--- config.mk ---
export PLATFORM = sky130hd
export DESIGN_NAME = ordered_frame_replacement_list
export DESIGN_NICKNAME = d
export VERILOG_FILES = /design/src/rtl/core/ofrl_pkg.sv /design/src/rtl/core/ordered_frame_replacement_list.sv /design/src/rtl/core/ofrl_ctrl.sv /design/src/rtl/core/ofrl_dp.sv
export SDC_FILE = /design/constraint.sdc
export NUM_CORES = 1
export LEC_CHECK = 0
export BUFFER_PORTS_ARGS = -buffer_cell sky130_fd_sc_hd__buf_4
export CAP_MARGIN = 20
export CORE_MARGIN = 3
export CORE_UTILIZATION = 65
export DETAILED_ROUTE_END_ITERATION = 8
export PLACE_DENSITY = 0.88
export SLEW_MARGIN = 10
export SYNTH_ARGS = -nofsm -noshare
export SYNTH_HDL_FRONTEND = slang
export SYNTH_SLANG_ARGS = --single-unit
export TNS_END_PERCENT = 100
--- constraint.sdc ---
create_clock -name i_clk -period 8.1 [get_ports i_clk]
set_input_delay 0.405 -clock i_clk [delete_from_list [all_inputs] [get_ports i_clk]]
set_output_delay 0.405 -clock i_clk [all_outputs]
set_load 0.005 [all_outputs]
--- src/rtl/core/ofrl_pkg.sv ---
package ofrl_pkg;

    // Command codes carried by i_cmd.
    typedef enum logic [2:0] {
        CMD_APPEND       = 3'd0,
        CMD_REMOVE       = 3'd1,
        CMD_POP_UNPINNED = 3'd2,
        CMD_POP_CLEAN    = 3'd3,
        CMD_CONTAINS     = 3'd4
    } t_cmd;

    // Result status codes driven on o_status.
    typedef enum logic [1:0] {
        STAT_OK   = 2'd0,
        STAT_MISS = 2'd1,
        STAT_DUP  = 2'd2
    } t_status;

    typedef enum logic [2:0] {
        S_IDLE,
        S_DISPATCH,
        S_SCAN,
        S_COMMIT,
        S_REPLY
    } t_state;

    // Commands from the controller to the datapath.
    typedef struct packed {
        logic load;
        logic quick;
        logic scan_start;
        logic scan_step;
        logic commit;
    } t_ctl_cmd;

    // Status from the datapath to the controller.
    typedef struct packed {
        logic need_scan;
        logic scan_end;
    } t_dp_stat;

endpackage

--- src/rtl/core/ordered_frame_replacement_list.sv ---
// Channel  | Direction | Handshake            | Payload
// ---------+-----------+----------------------+-----------------------------------------
// command  | in        | start high, busy low | i_cmd, i_frame_id, i_pinned_mask,
//          |           |                      | i_dirty_mask
// result   | out       | o_done, one cycle    | o_status, o_out_frame, o_present,
//          |           |                      | o_list_empty
//
// One command is handled at a time. Append, contains, duplicates, unknown codes, removes
// of absent frames and pops on an empty list go from dispatch straight to the reply
// state, which raises o_done; the next transfer is accepted once the block is idle again.
// Remove and both pops walk the order store through its single read port, one entry a
// cycle, and then pass through a commit state before the reply state raises o_done.
// Reset is synchronous and active low; it empties the list. The order store itself is
// not cleared, since only entries below the count are ever read.
// The receiver cannot stall: each result is valid in the cycle o_done is high.
module ordered_frame_replacement_list #(
    parameter int FRAMES = 32
) (
    input  logic        i_clk,
    input  logic        i_rst_n,
    input  logic        start,
    output logic        busy,
    input  logic [2:0]  i_cmd,
    input  logic [4:0]  i_frame_id,
    input  logic [31:0] i_pinned_mask,
    input  logic [31:0] i_dirty_mask,
    output logic        o_done,
    output logic [1:0]  o_status,
    output logic [4:0]  o_out_frame,
    output logic        o_present,
    output logic        o_list_empty
);
    import ofrl_pkg::*;

    // Command and status bundles between the sequencer and the list datapath.
    t_ctl_cmd ctl_cmd;
    t_dp_stat dp_stat;

    // The sequencer accepts a transfer in idle, lets the datapath classify it, then
    // either finishes it at once or runs a scan and a commit before strobing o_done.
    ofrl_ctrl u_ctrl (
        .i_clk   (i_clk),
        .i_rst_n (i_rst_n),
        .start   (start),
        .i_stat  (dp_stat),
        .o_cmd   (ctl_cmd),
        .busy    (busy),
        .o_done  (o_done)
    );

    // The datapath holds the ordered store, the membership bits and the count. A scan
    // finds the first matching entry and, in the same pass, closes the gap behind it
    // by writing each later entry one slot toward the head.
    ofrl_dp #(
        .FRAMES (FRAMES)
    ) u_dp (
        .i_clk         (i_clk),
        .i_rst_n       (i_rst_n),
        .i_cmd_ctl     (ctl_cmd),
        .o_stat        (dp_stat),
        .i_cmd         (i_cmd),
        .i_frame_id    (i_frame_id),
        .i_pinned_mask (i_pinned_mask),
        .i_dirty_mask  (i_dirty_mask),
        .o_status      (o_status),
        .o_out_frame   (o_out_frame),
        .o_present     (o_present),
        .o_list_empty  (o_list_empty)
    );

endmodule

--- src/rtl/core/ofrl_ctrl.sv ---
module ofrl_ctrl (
    input  logic              i_clk,
    input  logic              i_rst_n,
    input  logic              start,
    input  ofrl_pkg::t_dp_stat i_stat,
    output ofrl_pkg::t_ctl_cmd o_cmd,
    output logic              busy,
    output logic              o_done
);
    import ofrl_pkg::*;

    t_state r_state;
    t_state n_state;

    always_ff @(posedge i_clk) begin
        if (!i_rst_n) begin
            r_state <= S_IDLE;
        end else begin
            r_state <= n_state;
        end
    end

    always_comb begin
        n_state = r_state;
        o_cmd   = '0;
        busy    = 1'b1;
        o_done  = 1'b0;
        case (r_state)
            S_IDLE: begin
                busy = 1'b0;
                if (start) begin
                    o_cmd.load = 1'b1;
                    n_state    = S_DISPATCH;
                end
            end
            S_DISPATCH: begin
                if (i_stat.need_scan) begin
                    o_cmd.scan_start = 1'b1;
                    n_state          = S_SCAN;
                end else begin
                    o_cmd.quick = 1'b1;
                    n_state     = S_REPLY;
                end
            end
            S_SCAN: begin
                o_cmd.scan_step = 1'b1;
                if (i_stat.scan_end) begin
                    n_state = S_COMMIT;
                end
            end
            S_COMMIT: begin
                o_cmd.commit = 1'b1;
                n_state      = S_REPLY;
            end
            S_REPLY: begin
                o_done  = 1'b1;
                n_state = S_IDLE;
            end
            default: begin
                n_state = S_IDLE;
            end
        endcase
    end

    // The datapath only reports the end of a scan while a scan is running.
    a_scan_end_in_scan: assert property (@(posedge i_clk) disable iff (!i_rst_n)
        i_stat.scan_end |-> r_state == S_SCAN)
        else $error("scan end reported outside of a scan");

    // The result strobe only ever comes straight out of a dispatch or a commit state.
    a_reply_after_dispatch: assert property (@(posedge i_clk) disable iff (!i_rst_n)
        o_done |-> ($past(r_state) == S_DISPATCH || $past(r_state) == S_COMMIT))
        else $error("result strobe without a finished command");

endmodule

--- src/rtl/core/ofrl_dp.sv ---
module ofrl_dp #(
    parameter int FRAMES = 32
) (
    input  logic               i_clk,
    input  logic               i_rst_n,
    input  ofrl_pkg::t_ctl_cmd i_cmd_ctl,
    output ofrl_pkg::t_dp_stat o_stat,
    input  logic [2:0]         i_cmd,
    input  logic [4:0]         i_frame_id,
    input  logic [31:0]        i_pinned_mask,
    input  logic [31:0]        i_dirty_mask,
    output logic [1:0]         o_status,
    output logic [4:0]         o_out_frame,
    output logic               o_present,
    output logic               o_list_empty
);
    import ofrl_pkg::*;

    localparam int AW = $clog2(FRAMES);
    localparam int CW = $clog2(FRAMES + 1);

    // Order store: oldest entry at index zero.
    logic [4:0]    mem [FRAMES];

    logic [2:0]    r_cmd;
    logic [4:0]    r_frame;
    logic [31:0]   r_block;
    logic [CW-1:0] r_count;
    logic [31:0]   r_member_bits;
    logic [CW-1:0] r_rd_addr;
    logic          r_pend;
    logic [AW-1:0] r_proc_idx;
    logic [4:0]    r_rd;
    logic          r_found;
    logic [4:0]    r_hit;
    logic [1:0]    r_status;
    logic [4:0]    r_out_frame;
    logic          r_present;

    logic          is_pop;
    logic          member;
    logic          rd_en;
    logic          match;
    logic          wr_en;
    logic [AW-1:0] wr_addr;
    logic [4:0]    wr_data;

    assign is_pop = (r_cmd == CMD_POP_UNPINNED) || (r_cmd == CMD_POP_CLEAN);
    assign member = r_member_bits[r_frame];
    assign rd_en  = i_cmd_ctl.scan_step && (r_rd_addr < r_count);
    assign match  = is_pop ? !r_block[r_rd] : (r_rd == r_frame);

    assign o_stat.need_scan = ((r_cmd == CMD_REMOVE) && member)
                            || (is_pop && (r_count != '0));
    assign o_stat.scan_end  = r_pend && (CW'(r_proc_idx) == CW'(r_count - 1'b1));

    // Single write port: appends at the tail, compaction writes one slot back.
    always_comb begin
        wr_en   = 1'b0;
        wr_addr = r_count[AW-1:0];
        wr_data = r_frame;
        if (i_cmd_ctl.quick && (r_cmd == CMD_APPEND) && !member
                && (r_count < CW'(FRAMES))) begin
            wr_en = 1'b1;
        end else if (r_pend && r_found) begin
            wr_en   = 1'b1;
            wr_addr = r_proc_idx - 1'b1;
            wr_data = r_rd;
        end
    end

    always_ff @(posedge i_clk) begin
        if (wr_en) begin
            mem[wr_addr] <= wr_data;
        end
        if (rd_en) begin
            r_rd <= mem[r_rd_addr[AW-1:0]];
        end
    end

    // Item capture, scan progress and result payload.
    always_ff @(posedge i_clk) begin
        if (i_cmd_ctl.load) begin
            r_cmd   <= i_cmd;
            r_frame <= i_frame_id;
            r_block <= (i_cmd == CMD_POP_UNPINNED) ? i_pinned_mask
                                                   : (i_pinned_mask | i_dirty_mask);
        end
        if (i_cmd_ctl.scan_start) begin
            r_rd_addr <= '0;
        end else if (rd_en) begin
            r_rd_addr <= r_rd_addr + 1'b1;
        end
        if (rd_en) begin
            r_proc_idx <= r_rd_addr[AW-1:0];
        end
        if (r_pend && !r_found && match) begin
            r_hit <= r_rd;
        end
        if (i_cmd_ctl.quick) begin
            r_out_frame <= '0;
            r_present   <= 1'b0;
            case (r_cmd)
                CMD_APPEND: begin
                    if (member) begin
                        r_status <= STAT_DUP;
                    end else if (r_count < CW'(FRAMES)) begin
                        r_status <= STAT_OK;
                    end else begin
                        r_status <= STAT_MISS;
                    end
                end
                CMD_CONTAINS: begin
                    r_status  <= STAT_OK;
                    r_present <= member;
                end
                default: begin
                    r_status <= STAT_MISS;
                end
            endcase
        end else if (i_cmd_ctl.commit) begin
            r_present   <= 1'b0;
            r_status    <= r_found ? STAT_OK : STAT_MISS;
            r_out_frame <= (r_found && is_pop) ? r_hit : 5'd0;
        end
    end

    // Control state: list length, membership, scan flags.
    always_ff @(posedge i_clk) begin
        if (!i_rst_n) begin
            r_count       <= '0;
            r_member_bits <= '0;
            r_pend        <= 1'b0;
            r_found       <= 1'b0;
        end else begin
            r_pend <= rd_en;
            if (i_cmd_ctl.scan_start) begin
                r_found <= 1'b0;
            end else if (r_pend && match) begin
                r_found <= 1'b1;
            end
            if (i_cmd_ctl.quick && (r_cmd == CMD_APPEND) && !member
                    && (r_count < CW'(FRAMES))) begin
                r_count                <= r_count + 1'b1;
                r_member_bits[r_frame] <= 1'b1;
            end else if (i_cmd_ctl.commit && r_found) begin
                r_count              <= r_count - 1'b1;
                r_member_bits[r_hit] <= 1'b0;
            end
        end
    end

    assign o_status     = r_status;
    assign o_out_frame  = r_out_frame;
    assign o_present    = r_present;
    assign o_list_empty = (r_count == '0);

    a_count_bound: assert property (@(posedge i_clk) disable iff (!i_rst_n)
        r_count <= CW'(FRAMES))
        else $error("entry count above capacity");

    a_member_matches_count: assert property (@(posedge i_clk) disable iff (!i_rst_n)
        $countones(r_member_bits) == int'(r_count))
        else $error("membership bits disagree with entry count");

    a_commit_shrinks: assert property (@(posedge i_clk) disable iff (!i_rst_n)
        (i_cmd_ctl.commit && r_found) |=> r_count == CW'($past(r_count) - 1'b1))
        else $error("successful removal did not shorten the list");

endmodule
==> results.ini, run 1 <==
[cts]
cts.path.max_buffers=3
cts_setup_buffers=0
hold_buffers=0
cts_root_buf=clkbuf_16
clkLatencyLatePin_ps=540
h-tree-depth=1
cts_tree=yes
cts.repair.resized=0
cts_buffers=27
cts_sinks=272
path_clk_slew_ps=60

[grt]
grt_pass1_wl_mm=47.7
grt_max_degree=47
grt.total_usage_pct=30.7
globalRouteOverflowTotal=0
grt_pass1_vias=7936
antenna_found_initial=0

[die]
ioPinCount=86
dieArea_mm2=0.0203
die_h_um=143
coreArea_mm2=0.0181
start_util_pct=66.8
die_w_um=143
num_rows=49

[sta]
min_period_over_period_pct=53.2
fin_ws_ps=3790
finClkSkew_ps=15.9
fin_crit_ps=4310
max_slew_margin_pct=21.1
hold_viol_final=0
setup_viol=0
fmax_mhz=232
worstMarginPinSlew_ps=1150
rsz0062_at_grt=false
drv_slew=0
fin_tns_setup_ps=0
finalHoldWorstSlack_ps=54.5

[worst_setup_path]
worst_setup_path_end_kind=flop
r2r_cells=7
required_ps=8300
crit_type=reg2reg
cp-start-kind=flop
rr_endpoint=u_dp.mem[24][4]
r2r-start=u_dp.r_frame[1]
reg2reg_slack_ps=3790
crit_arrival_ps=4510
path_max_fanout=41

[hold_path]
hold_path.class=in2reg
hold_start=i_frame_id[4]
holdPathEnd=u_dp.r_frame[4]
whs_path_depth=1

[routing]
dr_total_vias=8213
dr.pass1.iters=6
drt-vias-per-instance=7.10
routed_wl_mm=30.8
drtIter0Drc=1366
wl_per_cell_um=26.6
antenna_left=0
drc_errors=0

[pwr]
p_sw_share_pct=21.6
ir_worst_vdd_mv=0.196
powerDensity_mw_per_mm2=215
p_comb_share_pct=6.9
p_int_mw=2.32
clockPowerShare_pct=40.4
pwr-share-seq_pct=52.7
leakagePower_nw=4.52
p_total_mw=2.96
netSwitchingPower_mw=0.639

[placement]
gp_congestion=0.913
hpwlAfterDp_mm=19.3
pre_cts_ws_ps=3960
io_buffers=85

[cells_and_area]
seqCellArea_mm2=0.00763
n_fill_cell=1032
syn_to_final_growth_pct=13.3
fin_util_pct=75.7
multi_input_area_mm2=0.00418
antenna_cells=0
final_layout_size_suffix_gt1_share_pct=23.2
layout.nets=991

[yosys]
synth.area.top_cells=edfxtp_1 (54%), mux4_2 (11%), dfxtp_1 (8.9%)
syn_inst=842
syn_area_mm2=0.0121
synth_nets=926
ys_warn_count=0
synth_edf_count=218
synth_ff_type=edfxtp_1
ys_types=60
synthArstFlopShare_pct=0
ys_seq_area_share_pct=62.9
ys_ff_latch=272
avgSynthCellArea_um2=14.4
yosysTopAreaCell=edfxtp_1
yosysTopAreaCellShare_pct=54.0

[flow_run]
maxCapViolCount=0

[run_status]
status=completed

-- routing by layer --
metal	share of wire (%)	vias to the layer above	wire length, um	global-route usage, %
met3	11	107	3270	6.22
met2	49	621	15100	49.1
met4	3.8	0	1150	10.4
met5	0	-	0	0
met1	37	4021	11200	43.2
li1	-	3464	-	-
-- placed cells by master, fill, tap and decap left out, types with 11 or more instances in the layout --
| master | instances |
|---|---|
| nand2_1 | 38 |
| inv_1 | 20 |
| mux2i_1 | 22 |
| mux4_2 | 58 |
| a21o_1 | 33 |
| o21ai_0 | 24 |
| a21oi_1 | 57 |
| buf_4 | 91 |
| nor3_1 | 20 |
| dfxtp_1 | 52 |
| xor2_1 | 13 |
| or3_1 | 14 |
| nor2_1 | 31 |
| edfxtp_1 | 218 |
| nand3_1 | 18 |
| clkbuf_16 | 28 |
| o22ai_1 | 22 |
| mux2_2 | 11 |
-- power groups by stage --
stage          Clock, mW  Sequential, mW  Combinational (mW)
6_report            1.19            1.56               0.203
5_1_grt             1.26            1.56               0.217
4_1_cts             1.20            1.56               0.201
3_5_place_dp           0            1.59               0.196
3_3_place_gp           0            1.59               0.192
2_1_floorplan          0            1.57               0.144
-- worst max-delay path: stages, from the launching register on --
cell      delay (ps)
edfxtp_1        1060
mux2i_1          300
o22ai_1          100
or4_4            580
o22ai_2          180
buf_4            400
mux2i_1          990
a21oi_1          340
-- cells in the mapped netlist (3+ instances only) --
master	number
clkbuf_1	44
nor3_1	21
or3_1	14
buf_2	8
nand4_1	8
nor2b_1	7
nand2_1	38
or2_2	4
nand2b_1	6
xnor2_1	9
mux4_2	58
o211ai_1	4
o21ai_0	24
mux2_2	11
o311ai_0	6
and2_1	3
o2111ai_1	4
a21oi_1	57
edfxtp_1	218
a22oi_1	8
ha_1	9
o22ai_1	22
o221ai_1	8
xor2_1	13
nand3b_1	5
a21o_1	33
buf_6	3
dfxtp_1	54
mux2i_1	22
a31oi_1	9
nor2_1	31
inv_1	20
nand3_1	18
nor3b_1	8
-- registers in the layout, indices dropped and copies added (netlist names) --
name / flops
u_dp.r_cmd: 3
u_dp.o_status: 2
u_dp.r_block: 32
u_dp.r_rd: 5
u_dp.r_hit: 5
u_dp.r_found: 1
u_dp.r_proc_idx: 5
u_dp.r_count: 6
u_dp.r_frame: 5
u_dp.r_member_bits: 32
u_dp.mem: 160
u_dp.r_rd_addr: 6
u_dp.r_pend: 1
u_ctrl.r_state: 3
u_dp.o_out_frame: 5
u_dp.o_present: 1
-- worst max path at each step --
| stage | startpoint | to | slack [ps] | cells past startpoint |
|---|---|---|---|---|
| after floorplan | u_ctrl.r_state[1] | u_dp.r_block[0] | 4260 | 3 |
| after global placement | u_dp.r_frame[1] | u_dp.mem[5][0] | 3860 | 7 |
| after detailed placement | u_dp.r_frame[1] | u_dp.mem[16][2] | 3960 | 7 |
| after CTS | u_dp.r_frame[1] | u_dp.mem[24][4] | 3890 | 7 |
| after global routing | u_dp.r_frame[1] | u_dp.mem[24][1] | 3670 | 7 |
| final | u_dp.r_frame[1] | u_dp.mem[24][4] | 3790 | 7 |
-- cells by family after synthesis --
logic type               share of synthesized area [%]
flip-flops                                        62.9
adder cells (fa/ha/maj)                          0.929
XOR/XNOR                                          1.59
multiplexers                                      13.6
buffers and inverters                             2.65
AND/OR/NAND/NOR                                   7.96
AO/OA/AOI/OAI                                     10.3
-- stage by stage --
stage                     instances  area [um2]
after floorplan                 842       12100
after global placement         1103       12800
after detailed placement       1105       12900
after CTS                      1155       13700
after global routing           1157       13700
final                          1157       13700
-- layout make-up --
type,count,share of cell area (%)
Multi-Input combinational cell,493,30.5
Timing Repair Buffer,93,5.23
Tap cell,229,2.09
Clock buffer,39,5.55
Sequential cell,272,55.6
Clock inverter,11,0.565
Inverter,20,0.547
(Power assumes the default switching activity.)
==> inputs of run 2 (changes only) <==
CORE_UTILIZATION = 60   (was 65)
PLACE_DENSITY = 0.82   (was 0.88)
clock period = 4.3 ns   (was 8.1 ns; I/O delays follow)
==> run 2 against run 1 <==
Net effect:
- maximum frequency rose by 15%
- largest cell class unchanged
- power rose by 91%
- via count rose by 2.3%
- global-route usage fell by 0.94 points
- count of clock-buffer cells in the layout fell by 5
==> results.ini, run 2 (synthesis results as in run 1) <==
[run_status]
status=completed

[sta]
drv_slew=0  ; unchanged
rsz0062_at_grt=false
worstMarginPinSlew_ps=998  ; -153 ps
max_slew_margin_pct=31.6  ; +10 points
min_period_over_period_pct=87.3  ; +34 points
fin_crit_ps=3750  ; -555 ps
setup_viol=0  ; unchanged
fmax_mhz=266  ; +15%
fin_tns_setup_ps=0  ; unchanged
fin_ws_ps=546  ; -3250 ps
hold_viol_final=0  ; unchanged
finClkSkew_ps=13.6  ; -2.28 ps

[cts]
h-tree-depth=1  ; unchanged
cts_root_buf=clkbuf_16
cts.path.max_buffers=3  ; unchanged
path_clk_slew_ps=60  ; about the same
clkLatencyLatePin_ps=540  ; about the same
cts.repair.resized=0  ; unchanged
cts_setup_buffers=0  ; unchanged
cts_sinks=272  ; unchanged
cts_buffers=27  ; unchanged
cts_tree=yes

[routing]
wl_met3_mm=3.26  ; -0.21%
drc_errors=0  ; unchanged
wl_met1_mm=11.7  ; +4.5%
dr_total_vias=8401  ; +2.3%
dr.max_layer_used=met4
antenna_left=0  ; unchanged
dr.pass1.iters=6  ; unchanged
drtIter0Drc=986  ; -28%
wl_met2_mm=15.9  ; +5.3%
routed_wl_mm=32.3  ; +5.2%
wl_per_cell_um=25.6  ; -3.7%
drt-vias-per-instance=6.65  ; -6.3%

[pwr]
p_int_mw=4.41  ; +90%
p_comb_share_pct=8.2  ; +1.3 points
leakagePower_nw=4.79  ; +6.0%
pwr-share-seq_pct=51.9  ; -0.8 points
clockPowerShare_pct=39.9  ; -0.5 points
netSwitchingPower_mw=1.22  ; +91%
powerDensity_mw_per_mm2=388  ; +80%
ir_worst_vdd_mv=0.338  ; +73%
p_sw_share_pct=21.7  ; +0.085 points

[cells_and_area]
n_fill_cell=1210  ; +17%
layout.nets=1065  ; +7.5%
top_register=u_dp.mem
mostFrequentLayoutCells=edfxtp_1 (218), buf_4 (92), dlygate4sd3_1 (71), mux4_2 (58), a21oi_1 (57)
final_layout_size_suffix_gt1_share_pct=21.7  ; -1.4 points
syn_to_final_growth_pct=19.9
antenna_cells=0  ; unchanged
final_common_cell=edfxtp_1
top_regs=u_dp.mem x160, u_dp.r_block x32, u_dp.r_member_bits x32
largest_reg_flops=160  ; unchanged

[worst_setup_path]
path_max_fanout=32  ; -22%
crit_type=reg2reg
crit_arrival_ps=3920  ; -590 ps
r2r_cells=8  ; +1
worst_setup_path_end_kind=flop
cp-start-kind=flop
required_ps=4460  ; -3840 ps

[flow_run]
maxCapViolCount=0  ; unchanged

[hold_path]
whs_path_depth=3  ; +2
hold_path.class=in2reg

[placement]
io_buffers=85  ; unchanged
hpwlAfterDp_mm=18.5  ; -3.9%
gp_congestion=0.910  ; -0.27%
pre_cts_ws_ps=630  ; -3330 ps

[grt]
globalRouteOverflowTotal=0  ; unchanged
grt_pass1_vias=8415  ; +6.0%
antenna_found_initial=0  ; unchanged
grt_max_degree=47  ; unchanged
grt.total_usage_pct=29.8  ; -0.94 points
grt_pass1_wl_mm=50.4  ; +5.7%

[die]
start_util_pct=61.7  ; -5.1 points
die_h_um=148  ; +3.9%
ioPinCount=86  ; unchanged
die_w_um=148  ; +3.9%
num_rows=51  ; +4.1%
dieArea_mm2=0.0219  ; +8.0%
coreArea_mm2=0.0197  ; +8.3%

-- run 2: cell types whose count changed in the layout (fill, tap and decap cells not counted), sizes merged --
| cell | previous run | this run |
|---|---|---|
| dlygate4sd3 | 0 | 71 |
| buf | 93 | 96 |
| clkbuf | 39 | 34 |
| clkinvlp | 0 | 1 |
| clkinv | 9 | 8 |
| bufinv | 1 | 2 |
-- run 2: timing repair --
| action | CTS | global route |
|---|---|---|
| endpoints found under the hold margin | 40 | 0 |
| setup endpoints to repair | 0 | 0 |
| hold buffers | 71 | 0 |
-- run 2: worst paths after layout --
check | start | endpoint | slack, ps
worst max-delay path | u_dp.r_frame[1] | u_dp.mem[12][3] | 550
worst max register to register | u_dp.r_frame[1] | u_dp.mem[12][3] | 550
worst min-delay path | start | u_ctrl.r_state[0] | 30
worst min register to register | u_dp.r_member_bits[29] | u_dp.r_member_bits[29] | 470
-- run 2: per-stage QoR --
| stage | hold slack, ps | utilization [%] | instances | power (mW) | area, um2 |
|---|---|---|---|---|---|
| floorplan | 314 | - | 842 | 3.22 | 12100 |
| global placement | 398 | 65.8 | 1142 | 3.36 | 12900 |
| detailed placement | 395 | 65.9 | 1144 | 3.37 | 12900 |
| CTS | 3.13 | 73.7 | 1261 | 5.62 | 14500 |
| global route | 36.6 | 73.9 | 1263 | 5.78 | 14500 |
| finish | 29.2 | 73.9 | 1263 | 5.63 | 14500 |
-- run 2: per-layer routing --
metal	GRT usage [%]	vias up
met5	0	-
met4	11.8	0
met3	5.67	113
met2	48.6	572
met1	40.3	4105
li1	-	3611
-- run 2: worst max-delay path, stage by stage, from the launching register on --
cell and delay (ps):
edfxtp_1 320, buf_4 320, mux2i_1 240, o22ai_1 100, or4_4 580, o22ai_2 520, buf_12 260, o21ai_0 320
a21oi_1 690
-- run 2: final cells by class --
class | count | area (um2) | area share, %
repair buffers | 167 | 1490 | 10.2
inverters | 20 | 75.1 | 0.517
well taps | 265 | 332 | 2.28
multi-input cells | 493 | 4180 | 28.8
flip-flops and latches | 272 | 7630 | 52.5
clock inverters | 12 | 110 | 0.758
clock buffers | 34 | 712 | 4.90
-- run 2: power groups by stage --
stage	Sequential (mW)	Clock [mW]	Combinational, mW
after floorplan	2.95	0	0.272
after global placement	2.98	0	0.383
after detailed placement	2.98	0	0.389
after CTS	2.92	2.25	0.447
after global routing	2.93	2.36	0.493
final	2.92	2.25	0.462
==> inputs of run 3 (changes only) <==
MAX_ROUTING_LAYER = met4   (was default)
==> run 3 against run 2 <==
Net effect:
- combinational power about the same
- critical path type unchanged
- critical endpoint is now u_dp.mem[12][4]
- clock power about the same
- power barely moved
- largest power group unchanged
==> results.ini, run 3 (synthesis results as in run 1) <==
[run_status]
status=completed

[grt]
grt_pass1_wl_mm=50.5  ; +0.20%
grt.total_usage_pct=30.8  ; +0.98 points
globalRouteOverflowTotal=0  ; unchanged
grt_max_degree=47  ; unchanged
antenna_found_initial=1  ; +1
grt_pass1_vias=8377  ; -0.45%

[cts]
cts_root_buf=clkbuf_16
path_clk_slew_ps=60  ; about the same
cts_sinks=272  ; unchanged
cts.path.max_buffers=3  ; unchanged
cts_setup_buffers=0  ; unchanged
cts_buffers=27  ; unchanged
h-tree-depth=1  ; unchanged
cts_tree=yes
clkLatencyLatePin_ps=540  ; about the same

[cells_and_area]
syn_to_final_growth_pct=19.9  ; about the same
mostFrequentLayoutCells=edfxtp_1 (218), buf_4 (92), dlygate4sd3_1 (71), mux4_2 (58), a21oi_1 (57)
n_fill_cell=1209  ; -0.083%
top_register=u_dp.mem
layoutNonFillerInstCount=1264  ; +0.079%
top_regs=u_dp.mem x160, u_dp.r_block x32, u_dp.r_member_bits x32
layout.nets=1065  ; unchanged
final_layout_size_suffix_gt1_share_pct=21.7  ; unchanged
final_common_cell=edfxtp_1
largest_reg_flops=160  ; unchanged

[sta]
fin_tns_setup_ps=0  ; unchanged
min_period_over_period_pct=87.6  ; +0.33 points
fin_ws_ps=532  ; -14.1 ps
fin_crit_ps=3770  ; +14.1 ps
worstMarginPinSlew_ps=1030  ; +29.6 ps
drv_slew=0  ; unchanged
hold_viol_final=0  ; unchanged
max_slew_margin_pct=29.5  ; -2.0 points
fmax_mhz=265  ; -0.37%
finClkSkew_ps=19.7  ; +6.03 ps
rsz0062_at_grt=false
setup_viol=0  ; unchanged

[worst_setup_path]
crit_slowest_cell=mux2i_1
crit_arrival_ps=3940  ; +20 ps
crit_type=reg2reg
reg2reg_slack_ps=530  ; about the same
worst_setup_path_end_kind=flop
path_delay_family=multiplexers
worst-path-buf-inv=1  ; -1
required_ps=4470  ; about the same
critPathMaxStageDelay_ps=920  ; +230 ps
path_cells=buf_4 -> mux2i_1 -> o22ai_1 -> or4_4 -> o22ai_2 -> mux2i_1 -> a21oi_1
path_max_fanout=23  ; -28%
timing.critical_path.mode_cell=mux2i_1
cp-start-kind=flop

[die]
die_h_um=148  ; unchanged
start_util_pct=61.7  ; unchanged
ioPinCount=86  ; unchanged
num_rows=51  ; unchanged
coreArea_mm2=0.0197  ; unchanged
die_w_um=148  ; unchanged
dieArea_mm2=0.0219  ; unchanged

[routing]
routed_wl_mm=32.5  ; +0.34%
drc_errors=0  ; unchanged
drtIter0Drc=1042  ; +5.7%
wl_per_cell_um=25.7  ; +0.26%
dr_total_vias=8398  ; -0.036%
dr.pass1.iters=5  ; -1
antenna_left=0  ; unchanged
drt-vias-per-instance=6.64  ; -0.11%

[pwr]
leakagePower_nw=4.79  ; unchanged
ir_worst_vdd_mv=0.334  ; -0.93%
powerDensity_mw_per_mm2=388  ; about the same
p_total_mw=5.63  ; about the same

[placement]
gp_congestion=0.926  ; +1.7%
io_buffers=85  ; unchanged
pre_cts_ws_ps=630  ; unchanged
hpwlAfterDp_mm=18.5  ; unchanged
dp.cells=1144  ; unchanged

[flow_run]
maxCapViolCount=0  ; unchanged

[hold_path]
hold_path.class=in2reg

[run 3: area by class of cell]
cell class                      count  area (um2)  share of cell area (%)
Sequential cell                   272        7630                    52.5
Tap cell                          265         332                    2.28
Inverter                           20        75.1                   0.517
Timing Repair Buffer              167        1490                    10.2
Antenna cell                        1        2.50                  0.0172
Clock inverter                     12         110                   0.758
Multi-Input combinational cell    493        4180                    28.8
Clock buffer                       34         712                    4.90
[run 3: what timing repair did]
item	4_1_cts	5_1_grt
resized for setup	0	0
hold buffers	71	0
hold endpoints to repair	40	0
[run 3: worst paths after layout]
| path | to | cells after the start | start |
|---|---|---|---|
| setup / recovery | u_dp.mem[12][4] | 7 | u_dp.r_frame[1] |
| hold / removal | u_ctrl.r_state[0] | 3 | start |
| setup reg to reg | u_dp.mem[12][4] | 7 | u_dp.r_frame[1] |
| hold reg to reg | u_dp.r_member_bits[27] | 2 | u_dp.r_member_bits[27] |
[run 3: metrics by stage]
stage                     hold WS, ps  area (um2)  util [%]
after floorplan                   314       12100         -
after global placement            398       12900      65.8
after detailed placement          395       12900      65.9
after CTS                        3.13       14500      73.7
after global routing             33.8       14500      73.9
final                            28.4       14500      73.9
[run 3: per-layer routing]
metal	global-route usage, %	vias to the layer above	share of wire [%]
met1	40.9	4134	37
met2	48.9	551	50
met5	-	-	0
met4	11.3	0	4.0
li1	-	3614	-
met3	5.18	99	9.6
[run 3: worst register-to-register path: cells and delay by family, from the launching register on]
| kind | cells | cell delay, ps |
|---|---|---|
| AO/OA/AOI/OAI | 3 | 1010 |
| flip-flops | 1 | 320 |
| buffers and inverters | 1 | 320 |
| AND/OR/NAND/NOR | 1 | 580 |
| multiplexers | 2 | 1180 |
[run 3: power by group]
part	internal, mW	total, mW	switching [mW]
registers	2.89	2.92	0.0386
clock network	1.28	2.25	0.966
logic	0.242	0.462	0.220
total	4.41	5.63	1.22
